[config.mk]
export PLATFORM = sky130hd
export DESIGN_NAME = stereo_vca_pan_mixer_core
export DESIGN_NICKNAME = d
export VERILOG_FILES = /design/src/svpm_pkg.sv /design/src/svpm_ctrl.sv /design/src/svpm_datapath.sv /design/src/stereo_vca_pan_mixer_core.sv
export SDC_FILE = /design/constraint.sdc
export NUM_CORES = 2
export LEC_CHECK = 0
export ABC_AREA = 1
export ABC_CLOCK_PERIOD_IN_PS = 22300
export BUFFER_PORTS_ARGS = -buffer_cell sky130_fd_sc_hd__buf_2
export CORE_MARGIN = 4
export CORE_UTILIZATION = 60
export CTS_CLUSTER_DIAMETER = 60
export DETAILED_ROUTE_END_ITERATION = 8
export HOLD_SLACK_MARGIN = 0.08
export PLACE_DENSITY = 0.76
export SYNTH_ARGS = -nofsm -noshare
export SYNTH_HDL_FRONTEND = slang
export SYNTH_SLANG_ARGS = --single-unit
[constraint.sdc]
create_clock -name clk -period 22.3 [get_ports clk]
set_clock_uncertainty 0.15 [all_clocks]
set_input_delay 1.115 -clock clk [delete_from_list [all_inputs] [get_ports clk]]
set_output_delay 1.115 -clock clk [all_outputs]
set_load 0.02 [all_outputs]
[src/svpm_pkg.sv]
// Shared constants, types and the sine table for the stereo VCA pan mixer.
`timescale 1ns / 1ps

package svpm_pkg;

  // Channel and field geometry
  localparam int NUM_VCAS   = 4;
  localparam int VCA_W      = 2;
  localparam int SAMPLE_W   = 24;
  localparam int CV_W       = 16;
  localparam int TGT_W      = 14;
  localparam int OUT_W      = 26;
  localparam int MIX_W      = 28;
  localparam int IN_DATA_W  = 2 * SAMPLE_W + 2 * CV_W;
  localparam int OUT_FLD_W  = 2 * OUT_W + 2 * MIX_W;
  localparam int OUT_DATA_W = ((OUT_FLD_W + 7) / 8) * 8;
  localparam int CFG_IDX_W  = 3;

  // Smoothing ramp (length is a power of two)
  localparam int RAMP_LENGTH = 128;
  localparam int RAMP_SHIFT  = $clog2(RAMP_LENGTH);
  localparam int RAMP_W      = (RAMP_SHIFT > 0) ? RAMP_SHIFT : 1;

  // Internal arithmetic widths
  localparam int SMOOTH_W    = 32;
  localparam int DIFF_W      = 34;
  localparam int GAIN_W      = 18;
  localparam int TURN_BITS   = 27;
  localparam int TAB_W       = 16;
  localparam int GC_W        = 34;
  localparam int MA_W        = 25;
  localparam int MB_W        = 35;
  localparam int PROD_W      = MA_W + MB_W;
  localparam int SCALE_SHIFT = 31;
  localparam longint GAIN_MAX_Q24 = 64'sd3 << 24;

  // Sine table over one full turn, power-of-two entries
  localparam int SINE_TABLE_ENTRIES = 256;
  localparam int TBL_W = $clog2(SINE_TABLE_ENTRIES);

  // Register indexes
  localparam logic [CFG_IDX_W-1:0] REG_TARGET_GAIN_0 = 3'd0;
  localparam logic [CFG_IDX_W-1:0] REG_TARGET_GAIN_3 = 3'd3;
  localparam logic [CFG_IDX_W-1:0] REG_TARGET_PAN_0  = 3'd4;
  localparam logic [CFG_IDX_W-1:0] REG_TARGET_PAN_3  = 3'd7;

  // Operand selection of the shared multiplier
  typedef enum logic [2:0] {
    MUL_NONE,
    MUL_GC_L,
    MUL_GC_R,
    MUL_OUT_L,
    MUL_OUT_R
  } mul_sel_t;

  // Controller to datapath commands
  typedef struct packed {
    logic     capture;
    logic     step;
    logic     smooth;
    logic     ctrl;
    logic     tab_rd;
    mul_sel_t mul_sel;
    logic     scale;
    logic     load;
  } svpm_cmd_t;

  // Datapath to controller status
  typedef struct packed {
    logic vca_ok;
    logic out_busy;
  } svpm_status_t;

  // Quarter-wave polynomial coefficients, Q30
  localparam longint ONE_Q30 = 64'sd1 << 30;
  localparam longint POLY_Q30 [5] = '{
    64'sd1686629713, -64'sd693598669, 64'sd85569306, -64'sd5026984, 64'sd172270
  };

  typedef logic signed [TAB_W-1:0] sine_table_t [SINE_TABLE_ENTRIES];

  // Fold each entry into the first quadrant and evaluate the odd polynomial
  function automatic sine_table_t build_sine_table();
    sine_table_t tab;
    longint q;
    longint r;
    longint u;
    longint u2;
    longint acc;
    longint s;
    longint v;
    int     k;
    int     i;
    for (k = 0; k < SINE_TABLE_ENTRIES; k++) begin
      q = (64'sd4 * longint'(k)) / SINE_TABLE_ENTRIES;
      r = 64'sd4 * longint'(k) - q * SINE_TABLE_ENTRIES;
      u = (r * ONE_Q30) / SINE_TABLE_ENTRIES;
      if (q[0]) begin
        u = ONE_Q30 - u;
      end
      u2 = (u * u) / ONE_Q30;
      acc = POLY_Q30[4];
      for (i = 3; i >= 0; i--) begin
        acc = POLY_Q30[i] + (acc * u2) / ONE_Q30;
      end
      s = (acc * u) / ONE_Q30;
      if (s < 0) begin
        s = 0;
      end
      v = (s + 64'sd16384) / 64'sd32768;
      if (v > 32767) begin
        v = 32767;
      end
      tab[k] = (q >= 2) ? TAB_W'(-v) : TAB_W'(v);
    end
    return tab;
  endfunction

  localparam sine_table_t SINE_TABLE = build_sine_table();

endpackage

[src/svpm_ctrl.sv]
// Sequencing state machine of the stereo VCA pan mixer.
`timescale 1ns / 1ps

module svpm_ctrl
  import svpm_pkg::*;
(
  input  logic         clk,
  input  logic         rst_n,
  input  logic         in_tvalid,
  output logic         in_tready,
  input  svpm_status_t status,
  output svpm_cmd_t    cmd
);

  typedef enum logic [3:0] {
    S_IDLE,
    S_STEP,
    S_SMOOTH,
    S_CTRL,
    S_TABLE,
    S_MUL_GL,
    S_MUL_GR,
    S_MUL_L,
    S_MUL_R,
    S_SCALE,
    S_MIX
  } state_t;

  state_t state_r;
  state_t state_nxt;

  assign in_tready = (state_r == S_IDLE);

  // Decode commands and next state
  always_comb begin
    state_nxt   = state_r;
    cmd         = '0;
    cmd.mul_sel = MUL_NONE;
    unique case (state_r)
      S_IDLE: begin
        cmd.capture = in_tvalid;
        if (in_tvalid) begin
          state_nxt = status.vca_ok ? S_STEP : S_MIX;
        end
      end
      S_STEP: begin
        cmd.step  = 1'b1;
        state_nxt = S_SMOOTH;
      end
      S_SMOOTH: begin
        cmd.smooth = 1'b1;
        state_nxt  = S_CTRL;
      end
      S_CTRL: begin
        cmd.ctrl  = 1'b1;
        state_nxt = S_TABLE;
      end
      S_TABLE: begin
        cmd.tab_rd = 1'b1;
        state_nxt  = S_MUL_GL;
      end
      S_MUL_GL: begin
        cmd.mul_sel = MUL_GC_L;
        state_nxt   = S_MUL_GR;
      end
      S_MUL_GR: begin
        cmd.mul_sel = MUL_GC_R;
        state_nxt   = S_MUL_L;
      end
      S_MUL_L: begin
        cmd.mul_sel = MUL_OUT_L;
        state_nxt   = S_MUL_R;
      end
      S_MUL_R: begin
        cmd.mul_sel = MUL_OUT_R;
        state_nxt   = S_SCALE;
      end
      S_SCALE: begin
        cmd.scale = 1'b1;
        state_nxt = S_MIX;
      end
      S_MIX: begin
        // Hold until the output register is free
        if (!status.out_busy) begin
          cmd.load  = 1'b1;
          state_nxt = S_IDLE;
        end
      end
      default: begin
        state_nxt = S_IDLE;
      end
    endcase
  end

  // Hold state
  always_ff @(posedge clk) begin
    if (!rst_n) begin
      state_r <= S_IDLE;
    end else begin
      state_r <= state_nxt;
    end
  end

endmodule

[src/svpm_datapath.sv]
// Datapath of the stereo VCA pan mixer: VCA state, shared multiplier, mix and output register.
`timescale 1ns / 1ps

module svpm_datapath
  import svpm_pkg::*;
(
  input  logic                  clk,
  input  logic                  rst_n,
  input  logic [IN_DATA_W-1:0]  in_tdata,
  input  logic [VCA_W-1:0]      in_tuser,
  input  logic                  cfg_valid,
  input  logic [CFG_IDX_W-1:0]  cfg_index,
  input  logic [TGT_W-1:0]      cfg_data,
  input  svpm_cmd_t             cmd,
  output svpm_status_t          status,
  output logic                  out_tvalid,
  input  logic                  out_tready,
  output logic [OUT_DATA_W-1:0] out_tdata,
  output logic [VCA_W-1:0]      out_tuser
);

  // Configuration targets
  logic        [TGT_W-1:0]    tgt_gain_r [NUM_VCAS];
  logic signed [TGT_W-1:0]    tgt_pan_r  [NUM_VCAS];

  // Per-VCA smoothing state
  logic signed [SMOOTH_W-1:0] smooth_gain_r [NUM_VCAS];
  logic signed [SMOOTH_W-1:0] smooth_pan_r  [NUM_VCAS];
  logic signed [SMOOTH_W-1:0] gain_step_r   [NUM_VCAS];
  logic signed [SMOOTH_W-1:0] pan_step_r    [NUM_VCAS];
  logic        [RAMP_W-1:0]   ramp_pos_r    [NUM_VCAS];

  // Captured item
  logic        [VCA_W-1:0]    vca_r;
  logic                       skip_r;
  logic signed [SAMPLE_W-1:0] in_l_r;
  logic signed [SAMPLE_W-1:0] in_r_r;
  logic signed [CV_W-1:0]     gcv_r;
  logic signed [CV_W-1:0]     pcv_r;

  // Working registers
  logic        [GAIN_W-1:0]   g_r;
  logic        [TURN_BITS-1:0] phase_r;
  logic signed [TAB_W-1:0]    sin_r;
  logic signed [TAB_W-1:0]    cos_r;
  logic signed [GC_W-1:0]     gc_l_r;
  logic signed [GC_W-1:0]     gc_r_r;
  logic signed [PROD_W-1:0]   prod_l_r;
  logic signed [PROD_W-1:0]   prod_r_r;
  logic signed [OUT_W-1:0]    res_l_r;
  logic signed [OUT_W-1:0]    res_r_r;
  logic        [MIX_W-1:0]    mix_l_r;
  logic        [MIX_W-1:0]    mix_r_r;

  // Output register
  logic                       out_tvalid_r;
  logic [OUT_DATA_W-1:0]      out_tdata_r;
  logic [VCA_W-1:0]           out_tuser_r;

  logic signed [DIFF_W-1:0]   diff_g;
  logic signed [DIFF_W-1:0]   diff_p;
  logic signed [DIFF_W-1:0]   rnd_g;
  logic signed [DIFF_W-1:0]   rnd_p;
  logic signed [DIFF_W-1:0]   g_sum;
  logic        [GAIN_W-1:0]   g_nxt;
  logic        [TURN_BITS-1:0] phase_nxt;
  logic        [TBL_W-1:0]    sin_idx;
  logic        [TBL_W-1:0]    cos_idx;
  logic signed [MA_W-1:0]     mul_a;
  logic signed [MB_W-1:0]     mul_b;
  logic signed [PROD_W-1:0]   mul_p;
  logic        [MIX_W-1:0]    mix_l_nxt;
  logic        [MIX_W-1:0]    mix_r_nxt;
  logic        [MIX_W-1:0]    mix_l_base;
  logic        [MIX_W-1:0]    mix_r_base;

  // Divide a product by 2^31, truncating toward zero
  function automatic logic signed [OUT_W-1:0] scale_q31(input logic signed [PROD_W-1:0] p);
    logic signed [PROD_W-1:0] biased;
    logic signed [PROD_W-1:0] shifted;
    biased  = p + (p[PROD_W-1] ? PROD_W'((64'sd1 << SCALE_SHIFT) - 1) : '0);
    shifted = biased >>> SCALE_SHIFT;
    return shifted[OUT_W-1:0];
  endfunction

  assign status.vca_ok   = ({1'b0, in_tuser} < (VCA_W + 1)'(NUM_VCAS));
  assign status.out_busy = out_tvalid_r & ~out_tready;

  // Ramp step: (target - smooth) / RAMP_LENGTH, truncated toward zero
  always_comb begin
    diff_g = $signed({{(DIFF_W - TGT_W - 12){1'b0}}, tgt_gain_r[vca_r], 12'b0})
             - DIFF_W'(smooth_gain_r[vca_r]);
    diff_p = $signed({{(DIFF_W - TGT_W - 12){tgt_pan_r[vca_r][TGT_W-1]}},
                      tgt_pan_r[vca_r], 12'b0})
             - DIFF_W'(smooth_pan_r[vca_r]);
    rnd_g  = (diff_g + (diff_g[DIFF_W-1] ? DIFF_W'(RAMP_LENGTH - 1) : DIFF_W'(0)))
             >>> RAMP_SHIFT;
    rnd_p  = (diff_p + (diff_p[DIFF_W-1] ? DIFF_W'(RAMP_LENGTH - 1) : DIFF_W'(0)))
             >>> RAMP_SHIFT;
  end

  // Effective gain clamped to 0..3, and pan phase over a 2^27 turn
  always_comb begin
    g_sum = DIFF_W'(smooth_gain_r[vca_r]) + (DIFF_W'(gcv_r) <<< 12);
    if (g_sum[DIFF_W-1]) begin
      g_nxt = '0;
    end else if (g_sum > DIFF_W'(GAIN_MAX_Q24)) begin
      g_nxt = GAIN_W'(GAIN_MAX_Q24 >>> 8);
    end else begin
      g_nxt = g_sum[GAIN_W+7:8];
    end
    phase_nxt = smooth_pan_r[vca_r][TURN_BITS-1:0]
                + {pcv_r[TURN_BITS-13:0], 12'b0}
                + TURN_BITS'(64'sd1 << 24);
  end

  // Table indexes; cosine sits a quarter turn ahead
  assign sin_idx = phase_r[TURN_BITS-1 -: TBL_W];
  assign cos_idx = sin_idx + TBL_W'(SINE_TABLE_ENTRIES / 4);

  // Shared multiplier operand select
  always_comb begin
    case (cmd.mul_sel)
      MUL_GC_L: begin
        mul_a = MA_W'($signed({1'b0, g_r}));
        mul_b = MB_W'(cos_r);
      end
      MUL_GC_R: begin
        mul_a = MA_W'($signed({1'b0, g_r}));
        mul_b = MB_W'(sin_r);
      end
      MUL_OUT_L: begin
        mul_a = MA_W'(in_l_r);
        mul_b = MB_W'(gc_l_r);
      end
      MUL_OUT_R: begin
        mul_a = MA_W'(in_r_r);
        mul_b = MB_W'(gc_r_r);
      end
      default: begin
        mul_a = '0;
        mul_b = '0;
      end
    endcase
    mul_p = mul_a * mul_b;
  end

  // Running mix restarts at VCA 0
  always_comb begin
    mix_l_base = (vca_r == '0) ? '0 : mix_l_r;
    mix_r_base = (vca_r == '0) ? '0 : mix_r_r;
    mix_l_nxt  = mix_l_base + MIX_W'(res_l_r);
    mix_r_nxt  = mix_r_base + MIX_W'(res_r_r);
  end

  // Configuration writes; unknown indexes are dropped
  always_ff @(posedge clk) begin
    if (!rst_n) begin
      for (int i = 0; i < NUM_VCAS; i++) begin
        tgt_gain_r[i] <= TGT_W'(4096);
        tgt_pan_r[i]  <= '0;
      end
    end else if (cfg_valid) begin
      unique case (cfg_index) inside
        [REG_TARGET_GAIN_0:REG_TARGET_GAIN_3]: tgt_gain_r[cfg_index[VCA_W-1:0]] <= cfg_data;
        [REG_TARGET_PAN_0:REG_TARGET_PAN_3]:   tgt_pan_r[cfg_index[VCA_W-1:0]]  <= cfg_data;
        default: ;
      endcase
    end
  end

  // VCA smoothing state: step at ramp start, then advance
  always_ff @(posedge clk) begin
    if (!rst_n) begin
      for (int i = 0; i < NUM_VCAS; i++) begin
        smooth_gain_r[i] <= '0;
        smooth_pan_r[i]  <= '0;
        gain_step_r[i]   <= '0;
        pan_step_r[i]    <= '0;
        ramp_pos_r[i]    <= '0;
      end
    end else begin
      if (cmd.step) begin
        if (ramp_pos_r[vca_r] == '0) begin
          gain_step_r[vca_r] <= rnd_g[SMOOTH_W-1:0];
          pan_step_r[vca_r]  <= rnd_p[SMOOTH_W-1:0];
        end
        if (ramp_pos_r[vca_r] == RAMP_W'(RAMP_LENGTH - 1)) begin
          ramp_pos_r[vca_r] <= '0;
        end else begin
          ramp_pos_r[vca_r] <= ramp_pos_r[vca_r] + 1'b1;
        end
      end
      if (cmd.smooth) begin
        smooth_gain_r[vca_r] <= smooth_gain_r[vca_r] + gain_step_r[vca_r];
        smooth_pan_r[vca_r]  <= smooth_pan_r[vca_r] + pan_step_r[vca_r];
      end
    end
  end

  // Item capture and the working pipeline
  always_ff @(posedge clk) begin
    if (cmd.capture) begin
      vca_r  <= in_tuser;
      skip_r <= ~status.vca_ok;
      in_l_r <= in_tdata[SAMPLE_W-1:0];
      in_r_r <= in_tdata[2*SAMPLE_W-1:SAMPLE_W];
      gcv_r  <= in_tdata[2*SAMPLE_W+CV_W-1:2*SAMPLE_W];
      pcv_r  <= in_tdata[2*SAMPLE_W+2*CV_W-1:2*SAMPLE_W+CV_W];
    end
    if (cmd.ctrl) begin
      g_r     <= g_nxt;
      phase_r <= phase_nxt;
    end
    if (cmd.tab_rd) begin
      sin_r <= SINE_TABLE[sin_idx];
      cos_r <= SINE_TABLE[cos_idx];
    end
    case (cmd.mul_sel)
      MUL_GC_L:  gc_l_r   <= mul_p[GC_W-1:0];
      MUL_GC_R:  gc_r_r   <= mul_p[GC_W-1:0];
      MUL_OUT_L: prod_l_r <= mul_p;
      MUL_OUT_R: prod_r_r <= mul_p;
      default: ;
    endcase
    if (cmd.scale) begin
      res_l_r <= scale_q31(prod_l_r);
      res_r_r <= scale_q31(prod_r_r);
    end
  end

  // Mix sums
  always_ff @(posedge clk) begin
    if (!rst_n) begin
      mix_l_r <= '0;
      mix_r_r <= '0;
    end else if (cmd.load && !skip_r) begin
      mix_l_r <= mix_l_nxt;
      mix_r_r <= mix_r_nxt;
    end
  end

  // Output register: load a transaction, drop it once taken
  always_ff @(posedge clk) begin
    if (!rst_n) begin
      out_tvalid_r <= 1'b0;
    end else if (cmd.load) begin
      out_tvalid_r <= 1'b1;
    end else if (out_tready) begin
      out_tvalid_r <= 1'b0;
    end
  end

  always_ff @(posedge clk) begin
    if (cmd.load) begin
      out_tuser_r <= vca_r;
      if (skip_r) begin
        out_tdata_r <= OUT_DATA_W'({mix_r_r, mix_l_r, {(2 * OUT_W){1'b0}}});
      end else begin
        out_tdata_r <= OUT_DATA_W'({mix_r_nxt, mix_l_nxt, res_r_r, res_l_r});
      end
    end
  end

  assign out_tvalid = out_tvalid_r;
  assign out_tdata  = out_tdata_r;
  assign out_tuser  = out_tuser_r;

endmodule

[src/stereo_vca_pan_mixer_core.sv]
// Top level of the stereo VCA pan mixer: controller, datapath and configuration port.
//
// Usage:
//   Input channel in_*: one stereo sample and two control voltages for one VCA per
//   transaction; in_tuser selects the VCA, and VCA 0 starts a new mix frame.
//   Result channel out_*: the VCA's scaled left/right samples and the running mix.
//   Configuration channel cfg_*: gain targets (indexes 0..3) and pan targets (4..7),
//   always ready; write only while no item is in flight.
//   One item is worked at a time: a new one is taken once the last has loaded
//   the output register, which for a valid VCA follows the per-VCA state update
//   (step, smooth, control), the table read, the four passes through the single
//   shared multiplier and the scale.
//   The output register parts the two sides: while a result waits, the next item
//   is accepted and runs up to its mix stage, where it holds until the receiver
//   takes the waiting result.
//   Reset (synchronous, active low) clears the smoothing state, the ramp counters,
//   the mix sums and the output valid, and sets gain targets to 1.0, pan to center.
`timescale 1ns / 1ps

module stereo_vca_pan_mixer_core
  import svpm_pkg::*;
(
  input  logic                  clk,
  input  logic                  rst_n,
  // in_tdata: in_left[23:0], in_right[47:24], gain_cv[63:48], pan_cv[79:64]
  input  logic [IN_DATA_W-1:0]  in_tdata,
  // in_tuser: vca_index[1:0]
  input  logic [VCA_W-1:0]      in_tuser,
  input  logic                  in_tvalid,
  output logic                  in_tready,
  // out_tdata: out_left[25:0], out_right[51:26], mix_left[79:52], mix_right[107:80],
  // zero pad[111:108]
  output logic [OUT_DATA_W-1:0] out_tdata,
  // out_tuser: vca_number[1:0]
  output logic [VCA_W-1:0]      out_tuser,
  output logic                  out_tvalid,
  input  logic                  out_tready,
  input  logic                  cfg_valid,
  output logic                  cfg_ready,
  input  logic [CFG_IDX_W-1:0]  cfg_index,
  input  logic [TGT_W-1:0]      cfg_data
);

  svpm_cmd_t    cmd;
  svpm_status_t status;

  assign cfg_ready = 1'b1;

  svpm_ctrl u_ctrl (
    .clk       (clk),
    .rst_n     (rst_n),
    .in_tvalid (in_tvalid),
    .in_tready (in_tready),
    .status    (status),
    .cmd       (cmd)
  );

  svpm_datapath u_datapath (
    .clk        (clk),
    .rst_n      (rst_n),
    .in_tdata   (in_tdata),
    .in_tuser   (in_tuser),
    .cfg_valid  (cfg_valid),
    .cfg_index  (cfg_index),
    .cfg_data   (cfg_data),
    .cmd        (cmd),
    .status     (status),
    .out_tvalid (out_tvalid),
    .out_tready (out_tready),
    .out_tdata  (out_tdata),
    .out_tuser  (out_tuser)
  );

endmodule

After elaboration in Yosys (flattened, before gate mapping)
Memories as Yosys holds them, arrays and structs flattened. A register that Yosys moved wholly into a read port is not among the register bits.
Index checks and enable logic that the tools add are counted.
{"block": "totals", "mem_bits_ro": 8192, "mem_count": 9, "input_bits": 104, "regBits": 537, "out_inout_bits": 117, "wordCells": 165, "ramBits": 652}
{"block": "classes", "n_mux": 76, "order_cmp": 5, "bitwise": 5, "reduce_logical": 16, "n_mul": 1, "addsub": 15, "n_eq_ne": 17}
{"memory": "(name not given)", "words": 256, "width": 16, "read_ports": 1, "rd_clocked_by_memory_dff": 1, "write_ports": 0, "line_no": "svpm_datapath.sv:217", "text": "cos_r <= SINE_TABLE[cos_idx];"}
{"memory": "(name not given)", "words": 256, "width": 16, "read_ports": 1, "rd_clocked_by_memory_dff": 1, "write_ports": 0, "line_no": "svpm_datapath.sv:216", "text": "sin_r <= SINE_TABLE[sin_idx];"}
{"memory": "u_datapath.gain_step_r", "words": 4, "width": 32, "read_ports": 1, "rd_clocked_by_memory_dff": 1, "write_ports": 4, "line_no": "svpm_datapath.sv:29", "text": "logic signed [SMOOTH_W-1:0] gain_step_r [NUM_VCAS];"}
{"memory": "u_datapath.pan_step_r", "words": 4, "width": 32, "read_ports": 1, "rd_clocked_by_memory_dff": 1, "write_ports": 4, "line_no": "svpm_datapath.sv:30", "text": "logic signed [SMOOTH_W-1:0] pan_step_r [NUM_VCAS];"}
{"memory": "u_datapath.smooth_gain_r", "words": 4, "width": 32, "read_ports": 1, "rd_clocked_by_memory_dff": 1, "write_ports": 4, "line_no": "svpm_datapath.sv:27", "text": "logic signed [SMOOTH_W-1:0] smooth_gain_r [NUM_VCAS];"}
{"memory": "u_datapath.smooth_pan_r", "words": 4, "width": 32, "read_ports": 1, "rd_clocked_by_memory_dff": 1, "write_ports": 4, "line_no": "svpm_datapath.sv:28", "text": "logic signed [SMOOTH_W-1:0] smooth_pan_r [NUM_VCAS];"}
{"memory": "+3 memories"}
{"cell": "one-hot mux 35 bit (4 select lines)", "count": 1}
{"cell": "2-to-1 mux 32 bit", "count": 4}
{"cell": "OR reduction 32 bit", "count": 4}
{"cell": "adder 57 bit", "count": 2}
{"cell": "one-hot mux 25 bit (3 select lines)", "count": 1}
{"cell": "adder 34 bit", "count": 2}
{"cell": "adder 32 bit", "count": 2}
{"cell": "2-to-1 mux 31 bit", "count": 2}
{"cell": "multiplier 25 x 35 -> 60 bit", "count": 1}
{"cell": "adder 28 bit", "count": 2}
{"cell": "2-to-1 mux 28 bit", "count": 2}
{"cell": "one-hot mux 4 bit (11 select lines)", "count": 1}
{"cell": "2-to-1 mux 1 bit", "count": 41}
{"cell": "greater-than comparator 34 x 27 -> 1 bit, second input constant", "count": 1}
{"cell": "adder 32 x 28 -> 33 bit", "count": 1}
{"cell": "subtractor 26 x 32 -> 33 bit", "count": 1}
{"cell": "subtractor 27 x 32 -> 33 bit", "count": 1}
{"cell": "2-to-1 mux 14 bit", "count": 2}
{"cell": "2-to-1 mux 2 bit", "count": 14}
{"cell": "2-to-1 mux 7 bit", "count": 4}
{"cell": "OR reduction 14 bit", "count": 2}
{"cell": "adder 27 x 25 -> 27 bit, second input constant", "count": 1}
{"cell": "adder 27 bit", "count": 1}
{"cell": "2-to-1 mux 18 bit", "count": 1}
{"cell": "29 further kinds", "count": 41}

Longest topological paths before layout
{"block": "logic_depth", "word_depth": 8, "depth_mapped": 39, "ltp_nobuf": 37}

Modules after synthesis
A second synthesis with hierarchy kept.
{"block": "unflattened", "hier_cells": 10855, "hier_area_um2": 94394.3}
{"mod": "svpm_datapath", "seq_area_each_um2": 34122.7, "n_inst": 1, "area_each_um2": 94084.0, "cells_each": 10800}
{"mod": "svpm_ctrl", "seq_area_each_um2": 80.1, "n_inst": 1, "area_each_um2": 299.0, "cells_each": 53}
{"mod": "stereo_vca_pan_mixer_core", "seq_area_each_um2": 0.0, "n_inst": 1, "area_each_um2": 11.3, "cells_each": 2}

Worst setup path before layout
OpenSTA, ideal clock, no wires.
{"block": "synth_timing", "kind": "flip-flop to flip-flop", "from": "reg u_ctrl.state_r[2]", "to": "reg u_datapath.prod_l_r[56], data pin", "path_buffers": 1, "slack_ps": 12901, "arrival_ps": 8987, "period_less_slack_ps": 9399, "stages_incl_launch_ff": 34, "setup_time_ps": 262, "t_required_ps": 21888, "path_cell_list": "dfxtp_1 -> inv_1 -> nor2_1 -> inv_1 -> nor2_1 -> clkbuf_1 -> a22o_1 -> a21oi_1 -> inv_1 -> nand2_1 -> fa_1 -> inv_1 -> fa_1 -> inv_1 -> fa_1 -> inv_1 -> fa_1 -> fa_1 -> fa_1 -> inv_1 -> fa_1 -> inv_1 -> ha_1 -> nand2_1 -> nor2_1 -> inv_1 -> nor4_1 -> nand3_1 -> nand3_1 -> nand2_1 -> nand3_1 -> nand3_1 -> nand3_1 -> xor2_1"}
{"block": "synth_between", "elab_chain_len": 6, "word_cells_on_any_way": 13, "classes_between": "mul (1); eq/ne (8); mux (3); reduce/logical (1)"}
{"element": "start, declared", "line_no": "svpm_ctrl.sv:29", "text": "state_t state_r;"}
{"element": "start signal, assigned", "line_no": "svpm_ctrl.sv:100", "text": "state_r <= state_nxt;"}
{"element": "equality test 4 bit or equality test 4 x 3 -> 1 bit (tied branches)", "line_no": "svpm_ctrl.sv:39", "text": "unique case (state_r)"}
{"element": "one-hot mux 3 bit (4 select lines) (*)", "line_no": "svpm_ctrl.sv:39"}
{"element": "equality test 3 x 1 -> 1 bit or equality test 3 x 2 -> 1 bit (tied branches)", "line_no": "svpm_datapath.sv:123", "text": "case (cmd.mul_sel)"}
{"element": "OR reduction 2 bit (no source line)"}
{"element": "one-hot mux 25 bit (3 select lines)", "line_no": "svpm_datapath.sv:123"}
{"element": "multiplier 25 x 35 -> 60 bit (*)", "line_no": "svpm_datapath.sv:145", "text": "mul_p = mul_a * mul_b;"}
{"element": "net u_datapath.mul_p[56]", "line_no": "svpm_datapath.sv:71", "text": "logic signed [PROD_W-1:0] mul_p;"}
{"element": "end signal, assigned", "line_no": "svpm_datapath.sv:222", "text": "MUL_OUT_L: prod_l_r <= mul_p;"}
{"element": "end, declared", "line_no": "svpm_datapath.sv:48", "text": "logic signed [PROD_W-1:0] prod_l_r;"}
The timed path passes the listed nets; every way through them passes the cells marked *.
A chain may end at the register's enable or synchronous reset.

Worst setup path after layout
{"block": "layout_timing", "from": "reg u_ctrl.state_r[3]", "to": "reg u_datapath.prod_l_r[32], data pin"}
Same word-level chain as after synthesis.

==> flow_metrics.tcl <==
set metrics [dict create \
    core_mm2 0.154 \
    clockPowerShare_pct 31.0 \
    grt_pass1_vias 76600 \
    met2_length_mm 138 \
    p_sw_share_pct 36.9 \
    firstDrtPassIters 6 \
    cts_max_level 4 \
    pwr-share-seq_pct 37.1 \
    relSlewSlack_pct 17.0 \
    dp_hpwl_mm 218 \
    io_pins 221 \
    synth_flop_cell "edfxtp_1" \
    met1Wirelength_mm 108 \
    avgRoutedWirePerCell_um 23.1 \
    pwr-share-comb_pct 31.9 \
    synth_warnings 0 \
    routed_wl_mm 293 \
    status "complete, no violations" \
    synth_xor_area_share_pct 2.72 \
    detail_route.vias_per_cell 5.97 \
    hold_class "register to register" \
    yosys-top-cells-area "edfxtp_1 (35%), fa_1 (19%), nor2_1 (7.4%)" \
    slowest_delay_ns 0.70 \
    synth_top_family_by_area "adder cells" \
    antenna_cells 0 \
    die_y_um 402 \
    synth-simple-area-share_pct 17.4 \
    critical_path_class "register to register" \
    crit_top_cell "inv_1" \
    cts_buffer_depth 3 \
    ant_nets 0 \
    end_kind "register" \
    grt_pass1_wl_mm 446 \
    cts_buffers 133 \
    grt_max_degree 122 \
    synth_area_mm2 0.0929 \
    placed_cell_area_mm2 0.0963 \
    drv_slew 0 \
    synth_top_area_share_pct 35.5 \
    cts_setup_buffers 0 \
    power.total_mw 6.76 \
    ys_async_sr_fraction_pct 0 \
    gp_congestion 1.01 \
    design_area_mm2 0.101 \
    grt_usage_pct 36.0 \
    tns_ns 0 \
    fin_crit_ns 10.78 \
    final_cell_mix "nor2_1 (1809), inv_1 (1683), nand2_1 (1657), edfxtp_1 (1097), fa_1 (877)" \
    required_ns 22.60 \
    fmax_mhz 92.8 \
    clk_pin_slew_ns 0.06 \
    critPathMaxFanout 58 \
    vias 75800 \
    synth_seq_cells 1160 \
    synth_adder_area_share_pct 24.9 \
    seq_area_frac_synth_pct 36.8 \
    postSynthAreaPerCell_um2 8.90 \
    overflow 0 \
    internal_power_mw 4.27 \
    tightest_slew_ns 1.25 \
    io_buffer_count 214 \
    top_layer "met5" \
    p_sw_mw 2.50 \
    fin_util_pct 65.3 \
    die_w_um 402 \
    antenna_found_initial 4 \
    crit_path_top_delay_cell "buf_4" \
    leakage_nw 44.8 \
    cts_resized 0 \
    cts.sinks 1160 \
    min_period_over_period_pct 48.3 \
    yosysTopAreaCell "edfxtp_1" \
    synth_edf_count 1097 \
    start_util_pct 60.3 \
    rsz0062_at_grt "false" \
    synth_mux_area_share_pct 0 \
    synthDistinctLibCells 68 \
    ir_drop_mv 0.0783 \
    drive_gt1_share_pct 6.10 \
    met3_length_mm 27.5 \
    clk_latency_ns 0.78 \
    drc 0 \
    synth_cells 10400 \
    cts_tree "done" \
    nets 12000 \
    drv_cap 0 \
    num_rows 144 \
    die_area_mm2 0.161 \
    final_hold_viol_count 0 \
    areaGrowthSynthToFinish_pct 8.21 \
    critPathArrivalTime_ns 11.08 \
    finalSetupViolations 0 \
    start_kind "register" \
    synth_compound_gate_area_share_pct 9.59 \
    drt_iter0_drc 8133 \
    power_density_mw_per_mm2 67.3 \
    mostFrequentLayoutCell "nor2_1" \
    clockRootBuffer "clkbuf_16" \
    ctsHoldBuffers 0 \
]
registers in the layout, indices dropped and copies added (netlist names), 56 cells and up, named ones only:
name	flops
u_datapath.smooth_pan_r	128
u_datapath.prod_l_r	58
u_datapath.tgt_pan_r	56
u_datapath.pan_step_r	108
u_datapath.gain_step_r	108
u_datapath.tgt_gain_r	56
u_datapath.smooth_gain_r	128
u_datapath.out_tdata	108
u_datapath.prod_r_r	58
cells in the mapped netlist (30+ instances only):
cell / count
nor2_1: 1827
a32oi_1: 38
buf_1: 30
a22o_1: 68
a21oi_1: 540
xnor2_1: 105
ha_1: 446
nand4_1: 60
o22ai_1: 100
edfxtp_1: 1097
inv_1: 1686
dfxtp_1: 63
nand2_1: 1667
clkbuf_1: 318
xor2_1: 178
o21ai_0: 499
fa_1: 877
nor3_1: 99
nand3_1: 302
a31oi_1: 52
worst paths after layout:
kind | startpoint | to | slack (ns) | depth (start not counted)
worst max register to register | u_ctrl.state_r[3] | u_datapath.prod_l_r[32] | 11.52 | 35
worst min register to register | u_datapath.mix_l_r[1] | u_datapath.mix_l_r[1] | 0.30 | 2
worst max-delay path | u_ctrl.state_r[3] | u_datapath.prod_l_r[32] | 11.52 | 35
worst min-delay path | u_datapath.mix_l_r[1] | u_datapath.mix_l_r[1] | 0.30 | 2
cells by family after synthesis:
group	after synthesis
compound gates	1526
xor+xnor	286
other cells	2
fa+ha+maj	1323
flops	1160
simple gates	4056
buf+inv	2092
critical path: cells and delay by family, from the launching register on:
| kind | cells | cell delay [ns] |
|---|---|---|
| AOI/OAI and AO/OA | 3 | 0.94 |
| adders and majority gates | 8 | 4.08 |
| xor gates and xnor gates | 1 | 0.62 |
| and+or+nand+nor | 10 | 1.32 |
| DFF | 1 | 0.37 |
| buffers and inverters | 13 | 2.90 |
cell type report:
cell class | instances | area, µm²
Clock buffer | 172 | 3600
Clock inverter | 68 | 621
Fill cell | 12600 | 53500
Inverter | 1711 | 6440
Multi-Input combinational cell | 7196 | 51000
Sequential cell | 1160 | 34200
Tap cell | 2044 | 2560
Timing Repair Buffer | 347 | 2110
power by group through the flow:
| stage | Sequential (mW) | Clock, mW | Combinational (mW) |
|---|---|---|---|
| after global placement | 2.55 | 0 | 2.07 |
| after CTS | 2.51 | 2.13 | 2.11 |
| final | 2.51 | 2.10 | 2.16 |
| after detailed placement | 2.55 | 0 | 2.10 |
| after floorplan | 2.54 | 0 | 1.47 |
| after global routing | 2.52 | 2.22 | 2.36 |
per-stage QoR:
step                hold WS [ns]  instances  worst slack, ns
finish                     0.304      12700            11.52
global route               0.329      12700            11.02
CTS                        0.308      12700            11.78
detailed placement         0.299      12500            11.84
global placement           0.293      12500            11.82
floorplan                  0.280      10400            12.90
per-layer routing:
metal,vias to the layer above,GRT usage [%]
met3,965,7.26
met4,6,19.8
met1,36900,45.2
met2,3961,58.9
met5,-,0
li1,34000,-
(Power assumes the default switching activity.)
